### src/rtl/core/tutc_pkg.sv
// ----------------------------------------------------------------------------
// Time unit tick converter package
// Shared status codes, configuration summary, datapath commands and the
// power-of-ten scale table.
// ----------------------------------------------------------------------------
package tutc_pkg;

  localparam int unsigned DataWidth = 64;
  localparam int unsigned ExpWidth  = 5;
  localparam int unsigned StatWidth = 3;
  localparam int unsigned AddrWidth = 2;

  localparam logic [StatWidth-1:0] ST_OK   = 3'd0;
  localparam logic [StatWidth-1:0] ST_UNIT = 3'd1;
  localparam logic [StatWidth-1:0] ST_PREC = 3'd2;
  localparam logic [StatWidth-1:0] ST_MULT = 3'd3;
  localparam logic [StatWidth-1:0] ST_OVF  = 3'd4;

  localparam logic [AddrWidth-1:0] REG_UNIT = 2'd0;
  localparam logic [AddrWidth-1:0] REG_PREC = 2'd1;
  localparam logic [AddrWidth-1:0] REG_MULT = 2'd2;

  typedef struct packed {
    logic [StatWidth-1:0] status;
    logic [DataWidth-1:0] mult;
    logic [DataWidth-1:0] scale;
  } cfg_info_t;

  typedef struct packed {
    logic load;
    logic mul_step;
    logic div_step;
    logic round_step;
    logic finish;
  } dp_cmd_t;

  typedef struct packed {
    logic out_busy;
  } dp_stat_t;

  function automatic logic [DataWidth-1:0] pow10(input logic [3:0] e);
    logic [DataWidth-1:0] r;
    unique case (e)
      4'd0:  r = 64'd1;
      4'd1:  r = 64'd10;
      4'd2:  r = 64'd100;
      4'd3:  r = 64'd1000;
      4'd4:  r = 64'd10000;
      4'd5:  r = 64'd100000;
      4'd6:  r = 64'd1000000;
      4'd7:  r = 64'd10000000;
      4'd8:  r = 64'd100000000;
      4'd9:  r = 64'd1000000000;
      4'd10: r = 64'd10000000000;
      4'd11: r = 64'd100000000000;
      4'd12: r = 64'd1000000000000;
      4'd13: r = 64'd10000000000000;
      4'd14: r = 64'd100000000000000;
      4'd15: r = 64'd1000000000000000;
      default: r = 64'd1;
    endcase
    return r;
  endfunction

endpackage

### src/rtl/core/tutc_cfg.sv
// ----------------------------------------------------------------------------
// Time unit tick converter configuration registers
// Holds the exponents and multiplier, checks them and looks up the scale.
// ----------------------------------------------------------------------------
module tutc_cfg (
  input  logic                                clk,
  input  logic                                rst,
  input  logic                                cfg_we,
  input  logic [tutc_pkg::AddrWidth-1:0]      cfg_addr,
  input  logic [tutc_pkg::DataWidth-1:0]      cfg_wdata,
  output tutc_pkg::cfg_info_t                 info
);

  logic signed [tutc_pkg::ExpWidth-1:0] unit_exp;
  logic signed [tutc_pkg::ExpWidth-1:0] prec_exp;
  logic [tutc_pkg::DataWidth-1:0]       tick_mult;
  logic signed [tutc_pkg::ExpWidth-1:0] exp_diff;

  always_ff @(posedge clk) begin
    if (rst) begin
      unit_exp  <= '0;
      prec_exp  <= '0;
      tick_mult <= 64'd1;
    end else if (cfg_we) begin
      if (cfg_addr == tutc_pkg::REG_UNIT) begin
        unit_exp <= cfg_wdata[tutc_pkg::ExpWidth-1:0];
      end else if (cfg_addr == tutc_pkg::REG_PREC) begin
        prec_exp <= cfg_wdata[tutc_pkg::ExpWidth-1:0];
      end else if (cfg_addr == tutc_pkg::REG_MULT) begin
        tick_mult <= cfg_wdata;
      end
    end
  end

  assign exp_diff = unit_exp - prec_exp;

  always_comb begin
    info.mult  = tick_mult;
    info.scale = tutc_pkg::pow10(exp_diff[3:0]);
    if (unit_exp > 5'sd0 || unit_exp < -5'sd15) begin
      info.status = tutc_pkg::ST_UNIT;
    end else if (prec_exp > unit_exp || prec_exp < -5'sd15) begin
      info.status = tutc_pkg::ST_PREC;
    end else if (tick_mult == '0) begin
      info.status = tutc_pkg::ST_MULT;
    end else begin
      info.status = tutc_pkg::ST_OK;
    end
  end

endmodule

### src/rtl/core/tutc_datapath.sv
// ----------------------------------------------------------------------------
// Time unit tick converter datapath
// Shift-add multiplier and restoring divider sharing one work register,
// followed by half-up rounding and the output register.
// ----------------------------------------------------------------------------
module tutc_datapath #(
  parameter int unsigned VALUE_WIDTH = 64
) (
  input  logic                                clk,
  input  logic                                rst,
  input  tutc_pkg::dp_cmd_t                   cmd,
  output tutc_pkg::dp_stat_t                  stat,
  input  tutc_pkg::cfg_info_t                 info,
  input  logic                                op,
  input  logic [tutc_pkg::DataWidth-1:0]      value,
  output logic                                out_valid,
  input  logic                                out_ready,
  output logic [tutc_pkg::DataWidth-1:0]      out_data,
  output logic [tutc_pkg::StatWidth-1:0]      out_status
);

  localparam int unsigned NW = VALUE_WIDTH + tutc_pkg::DataWidth;

  logic [NW-1:0]                    work;
  logic [tutc_pkg::DataWidth-1:0]   mcand;
  logic [tutc_pkg::DataWidth-1:0]   divisor;
  logic [tutc_pkg::DataWidth-1:0]   rem;
  logic                             rnd;
  logic [tutc_pkg::StatWidth-1:0]   cfg_status;

  logic [tutc_pkg::DataWidth:0]     sum;
  logic [tutc_pkg::DataWidth:0]     trial;
  logic [tutc_pkg::DataWidth:0]     diff;
  logic                             ge;
  logic [NW:0]                      rounded;
  logic                             ovf;

  always_comb begin
    sum = {1'b0, work[NW-1:VALUE_WIDTH]} + (work[0] ? {1'b0, mcand} : '0);
    trial = {rem, work[NW-1]};
    ge = trial >= {1'b0, divisor};
    diff = trial - {1'b0, divisor};
    rounded = {1'b0, work} + {{NW{1'b0}}, rnd};
    ovf = rounded[NW:VALUE_WIDTH] != '0;
  end

  always_ff @(posedge clk) begin
    if (cmd.load) begin
      work       <= {{tutc_pkg::DataWidth{1'b0}}, value[VALUE_WIDTH-1:0]};
      mcand      <= op ? info.scale : info.mult;
      divisor    <= op ? info.mult : info.scale;
      rem        <= '0;
      cfg_status <= info.status;
    end else if (cmd.mul_step) begin
      work <= {sum, work[VALUE_WIDTH-1:1]};
    end else if (cmd.div_step) begin
      work <= {work[NW-2:0], ge};
      rem  <= ge ? diff[tutc_pkg::DataWidth-1:0] : trial[tutc_pkg::DataWidth-1:0];
    end
    if (cmd.round_step) begin
      rnd <= rem >= (divisor - rem);
    end
    if (cmd.load) begin
      rnd <= 1'b0;
    end
  end

  always_ff @(posedge clk) begin
    if (rst) begin
      out_valid <= 1'b0;
    end else if (cmd.finish) begin
      out_valid <= 1'b1;
    end else if (out_ready) begin
      out_valid <= 1'b0;
    end
  end

  always_ff @(posedge clk) begin
    if (cmd.finish) begin
      if (cfg_status != tutc_pkg::ST_OK) begin
        out_data   <= '0;
        out_status <= cfg_status;
      end else if (ovf) begin
        out_data   <= '0;
        out_status <= tutc_pkg::ST_OVF;
      end else begin
        out_data   <= tutc_pkg::DataWidth'(rounded[VALUE_WIDTH-1:0]);
        out_status <= tutc_pkg::ST_OK;
      end
    end
  end

  assign stat.out_busy = out_valid && !out_ready;

endmodule

### src/rtl/core/tutc_ctrl.sv
// ----------------------------------------------------------------------------
// Time unit tick converter controller
// Sequences load, multiply, divide, rounding and result hand-off.
// ----------------------------------------------------------------------------
module tutc_ctrl #(
  parameter int unsigned VALUE_WIDTH = 64
) (
  input  logic                  clk,
  input  logic                  rst,
  input  logic                  in_valid,
  output logic                  in_ready,
  input  logic                  cfg_error,
  input  tutc_pkg::dp_stat_t    stat,
  output tutc_pkg::dp_cmd_t     cmd
);

  localparam int unsigned NW = VALUE_WIDTH + tutc_pkg::DataWidth;
  localparam int unsigned CW = $clog2(NW);

  typedef enum logic [2:0] {
    S_IDLE,
    S_MUL,
    S_DIV,
    S_ROUND,
    S_FINISH
  } state_t;

  state_t        state;
  logic [CW-1:0] count;

  assign in_ready = state == S_IDLE;

  always_comb begin
    cmd            = '0;
    cmd.load       = in_ready && in_valid;
    cmd.mul_step   = state == S_MUL;
    cmd.div_step   = state == S_DIV;
    cmd.round_step = state == S_ROUND;
    cmd.finish     = state == S_FINISH && !stat.out_busy;
  end

  always_ff @(posedge clk) begin
    if (rst) begin
      state <= S_IDLE;
      count <= '0;
    end else begin
      unique case (state)
        S_IDLE: begin
          count <= '0;
          if (in_valid) begin
            state <= cfg_error ? S_FINISH : S_MUL;
          end
        end
        S_MUL: begin
          if (count == CW'(VALUE_WIDTH - 1)) begin
            count <= '0;
            state <= S_DIV;
          end else begin
            count <= count + CW'(1);
          end
        end
        S_DIV: begin
          if (count == CW'(NW - 1)) begin
            count <= '0;
            state <= S_ROUND;
          end else begin
            count <= count + CW'(1);
          end
        end
        S_ROUND: begin
          state <= S_FINISH;
        end
        S_FINISH: begin
          if (!stat.out_busy) begin
            state <= S_IDLE;
          end
        end
        default: begin
          state <= S_IDLE;
        end
      endcase
    end
  end

endmodule

### src/rtl/core/time_unit_tick_converter_core.sv
// ----------------------------------------------------------------------------
// Time unit tick converter core
// Rounded multiply-divide between scheduler ticks and local time units.
// ----------------------------------------------------------------------------
// One request is worked on at a time. A request with a valid configuration
// passes from acceptance through the one-bit-per-cycle shift-add multiplier,
// the one-bit-per-cycle restoring divider over the full product and the
// rounding step to the result register; the next request is accepted only
// after that result is written. A request with a bad configuration goes from
// acceptance straight to the finish step. A finished result waits in the
// output register while the next request is accepted, and the core holds its
// own finished result until that register is free. Configuration is to be
// written only while the core is idle; the core itself does not enforce it.
module time_unit_tick_converter_core #(
  parameter int unsigned VALUE_WIDTH = 64
) (
  input  logic                                clk,
  input  logic                                rst,
  input  logic                                s_tvalid,
  output logic                                s_tready,
  input  logic [tutc_pkg::DataWidth-1:0]      s_tdata,   // value
  input  logic [0:0]                          s_tuser,   // op
  output logic                                m_tvalid,
  input  logic                                m_tready,
  output logic [tutc_pkg::DataWidth-1:0]      m_tdata,   // converted
  output logic [tutc_pkg::StatWidth-1:0]      m_tuser,   // status
  input  logic                                cfg_we,
  input  logic [tutc_pkg::AddrWidth-1:0]      cfg_addr,
  input  logic [tutc_pkg::DataWidth-1:0]      cfg_wdata
);

  tutc_pkg::cfg_info_t  info;
  tutc_pkg::dp_cmd_t    cmd;
  tutc_pkg::dp_stat_t   stat;

  tutc_cfg u_cfg (
    .clk       (clk),
    .rst       (rst),
    .cfg_we    (cfg_we),
    .cfg_addr  (cfg_addr),
    .cfg_wdata (cfg_wdata),
    .info      (info)
  );

  tutc_ctrl #(
    .VALUE_WIDTH (VALUE_WIDTH)
  ) u_ctrl (
    .clk       (clk),
    .rst       (rst),
    .in_valid  (s_tvalid),
    .in_ready  (s_tready),
    .cfg_error (info.status != tutc_pkg::ST_OK),
    .stat      (stat),
    .cmd       (cmd)
  );

  tutc_datapath #(
    .VALUE_WIDTH (VALUE_WIDTH)
  ) u_datapath (
    .clk        (clk),
    .rst        (rst),
    .cmd        (cmd),
    .stat       (stat),
    .info       (info),
    .op         (s_tuser[0]),
    .value      (s_tdata),
    .out_valid  (m_tvalid),
    .out_ready  (m_tready),
    .out_data   (m_tdata),
    .out_status (m_tuser)
  );

endmodule

### config.mk
export PLATFORM = sky130hd
export DESIGN_NAME = time_unit_tick_converter_core
export DESIGN_NICKNAME = d
export VERILOG_FILES = /design/src/rtl/core/tutc_pkg.sv /design/src/rtl/core/tutc_cfg.sv /design/src/rtl/core/tutc_datapath.sv /design/src/rtl/core/tutc_ctrl.sv /design/src/rtl/core/time_unit_tick_converter_core.sv
export SDC_FILE = /design/constraint.sdc
export NUM_CORES = 2
export LEC_CHECK = 0
export BUFFER_PORTS_ARGS = -buffer_cell sky130_fd_sc_hd__buf_2
export CELL_PAD_IN_SITES_DETAIL_PLACEMENT = 1
export CELL_PAD_IN_SITES_GLOBAL_PLACEMENT = 2
export CORE_MARGIN = 3
export CORE_UTILIZATION = 40
export DETAILED_ROUTE_END_ITERATION = 10
export PLACE_DENSITY = 0.95
export SYNTH_ARGS = -nofsm -noshare
export SYNTH_HDL_FRONTEND = slang
export SYNTH_SLANG_ARGS = --single-unit
### constraint.sdc
create_clock -name clk -period 15.8 [get_ports clk]
set_input_delay 3.16 -clock clk [delete_from_list [all_inputs] [get_ports clk]]
set_output_delay 3.16 -clock clk [all_outputs]
set_load 0.05 [all_outputs]
==> flow_summary.toml <==
[cells_and_area]
layout_common_cells = "555 x nand2_1, 439 x a21oi_1, 331 x nor2_1, 292 x o21ai_0, 273 x ha_1"
area_growth_pct = 10.27
final_layout_size_suffix_gt1_frac = 0.09832
final_nets = 4948
fillCellCount = 10890
fin_cells = 5764
final_common_cell = "nand2_1"
fin_util = 0.4465

[yosys]
synth_xor_area_frac = 0.06517
ys.flop_type = "edfxtp_1"
synthArstFlopShare = 0
synthCells = 4514
synth_top_area_cell = "edfxtp_1"
synth-adder-area-share = 0.09563
yosysWarnings = 0
yosys.area.top_type_share = 0.2144
synth-simple-area-share = 0.2249
yosysUniqueCellTypes = 81
syn_area_um2 = 36560
synth_edf_count = 261
synth.top_cells.by_area = "edfxtp_1 21%, dfxtp_1 12%, ha_1 9.3%"
synth_seq_area_share = 0.3316
synth_compound_area_frac = 0.2167
synth_top_family_by_area = "simple AND/OR/NAND/NOR gates"
syn_nets = 4927
syn_avg_cell_area_um2 = 8.099
synthMuxAreaShare = 0.01174
ys_ff_latch = 475

[timing]
fin_hold_ws_ps = 475.5
final.setup_skew_ps = 31.78
final.setup.tns_ps = 0
finalCriticalPeriod_ps = 6690
max-slew-margin-rel = 0.1598
finalCritPeriodShare = 0.4234
rsz0062_at_grt = "false"
hold_violations = 0
slew_violations = 0
fmax_mhz = 149.5
worst_slew_pin_slew_ps = 1229
setup_viol = 0

[global_routing]
grt_first_pass_wirelength_um = 205800
busiest_layer = "met2"
grt_pass1_vias = 34730
grt-ovfl-total = 0
antenna_found_initial = 3
grt_max_degree = 114
grt.met2_usage = 0.4543
grt_use_total = 0.2751
grt_util_met1 = 0.3768
use_met3 = 0.03056

[clocking]
clock_sinks = 475
numCtsBuffers = 60
ctsHoldBuffers = 0
cts-root-buf = "clkbuf_16"
clockBufferDepth = 3
clk_pin_slew_ps = 60
cts_max_level = 2
cts.repair.resized = 0
clk_latency_ps = 700
cts_setup_buffers = 0
cts_tree = "built"

[routing]
avgRoutedWirePerCell_um = 23.31
drc_errors = 0
first_pass_iters = 6
postRouteAntennaNets = 0
drt-total-wl_um = 134400
drt_iter0_drc = 2733
vias = 34690
vias_per_cell = 6.018

[flow_run]
cap_violations = 0

[critical_path]
worst_ep_required_time_ps = 16440
worstPathArrival_ps = 7330
worstPathMaxFanout = 4
max_stage_delay_ps = 1130
cp_num_buf_inv = 2
start_kind = "flip-flop"
cp_slowest_cell = "a2111oi_0"
crit_chain = "inv_1 -> ha_1 -> inv_1 -> fa_1 -> a21o_1 -> a21oi_1 -> o31ai_1 -> nor4_1 -> nor2_1 -> a21oi_1 -> o21ai_0 -> a21oi_1 -> nor2_1 -> nor2_1 -> xor2_1 -> ha_1 -> nand4_1 -> or2_2 -> or3_1 -> a211oi_1 -> o21ai_0 -> a2111oi_0 -> o21a_1"
end_kind = "flip-flop"
crit_family = "compound AO/OA/AOI/OAI gates"
criticalPathCategory = "reg -> reg"
rrSetupSlack_ps = 9110

[die]
die_area_um2 = 95060
start_util = 0.4049
io_pins = 205
die_x_um = 308.3
placementRows = 110
coreArea_um2 = 90290
die_y_um = 308.3

[pwr]
p_int_mw = 4.306
total_power_mw = 8.467
swShare = 0.4914
clock_power_share = 0.173
power_frac_seq = 0.270
p_sw_mw = 4.161
power_density_nw_per_um2 = 210.0
p_leak_nw = 15.88
pwr-share-comb = 0.557
vdd_drop_max_mv = 0.1034

[placed_design]
dp_hpwl_um = 102600
portBuffers = 204
dp.cells = 5649
routabilityCongestion = 0.9781

[outcome]
outcome = "finished, final reports clean"

[worst_hold_path]
hold_path.class = "reg -> reg"
-- cell usage after synthesis (all sizes together) (10+ instances only) --
master	number
nand4	124
dfxtp	214
o21a	27
inv	237
o31ai	23
and4	15
buf	28
or4	17
mux2	23
a211o	11
xor2	135
xnor2	137
nor2	383
and3	37
a211oi	34
and2	93
or3	28
a21o	150
or2	10
o21bai	39
clkbuf	243
a221oi	29
nand2b	42
nand3	121
nor4	62
a31oi	91
edfxtp	261
o21ai	292
ha	273
nor2b	40
mux2i	17
nor3	90
a21oi	439
o211ai	20
nand2	556
a22oi	45
-- state kept, by name, summed over array words and instances (netlist names) --
register,count
u_datapath.rem,64
u_datapath.divisor,64
u_ctrl.state,3
u_cfg.unit_exp,5
u_datapath.out_status,3
u_datapath.out_data,64
u_datapath.rnd,1
u_datapath.work,128
u_ctrl.count,7
u_cfg.prec_exp,5
u_datapath.out_valid,1
u_cfg.tick_mult,64
u_datapath.mcand,64
u_datapath.cfg_status,2
-- worst paths after layout --
check                                                       from  cells after the start                          endpoint
worst max-delay path             u_datapath.divisor[0]$_DFFE_PP_                     23       u_datapath.rnd$_SDFFE_PP0N_
worst min-delay path            u_cfg.tick_mult[14]$_SDFFE_PP0P_                      2  u_cfg.tick_mult[14]$_SDFFE_PP0P_
worst max register to register   u_datapath.divisor[0]$_DFFE_PP_                     23       u_datapath.rnd$_SDFFE_PP0N_
worst min register to register  u_cfg.tick_mult[14]$_SDFFE_PP0P_                      2  u_cfg.tick_mult[14]$_SDFFE_PP0P_
-- worst reg2reg max path: stages (launching register included) --
cell and delay [ps]:
edfxtp_1 420, inv_1 100, ha_1 170, inv_1 60
fa_1 400, a21o_1 170, a21oi_1 280, o31ai_1 180
nor4_1 570, nor2_1 260, a21oi_1 350, o21ai_0 200
a21oi_1 180, nor2_1 50, nor2_1 100, xor2_1 90
ha_1 290, nand4_1 110, or2_2 320, or3_1 410
a211oi_1 240, o21ai_0 330, a2111oi_0 1140, o21a_1 240
-- final cells by class --
| cell class | count | area [um2] | area share |
|---|---|---|---|
| multi-input cells | 3531 | 22530 | 0.5589 |
| flip-flops and latches | 475 | 12120 | 0.3007 |
| clock buffers | 73 | 1634 | 0.04054 |
| well taps | 1176 | 1471 | 0.03650 |
| repair buffers | 230 | 1222 | 0.03032 |
| inverters | 237 | 894.6 | 0.02219 |
| clock inverters | 41 | 435.4 | 0.01080 |
| diodes | 1 | 2.502 | 0.00006208 |
-- cells by family after synthesis --
kind of cell / Yosys count
AOI/OAI and AO/OA: 1292
DFF: 475
muxes: 40
adders and majority gates: 277
buffers and inverters: 508
xor gates and xnor gates: 272
and+or+nand+nor: 1650
-- power by group through the flow --
stage	clock (mW)	sequential, mW	combinational [mW]
after CTS	1.48	2.27	4.67
after global routing	1.53	2.33	5.22
after detailed placement	0	2.29	4.62
final	1.46	2.29	4.72
after floorplan	0	2.13	3.44
after global placement	0	2.27	4.51
-- stage by stage --
stage                     cell area [um2]  setup WS, ps
after detailed placement            38240          9255
final                               40310          9110
after global placement              38240          9280
after floorplan                     36560          7691
after global routing                40310          8817
after CTS                           40310          9224
-- routing by layer --
layer / vias up / wire (um)
li1: 16320 / -
met1: 17000 / 60220
met2: 1126 / 61660
met3: 232 / 8130
met4: 2 / 4354
met5: - / 11
(Power assumes the default switching activity.)
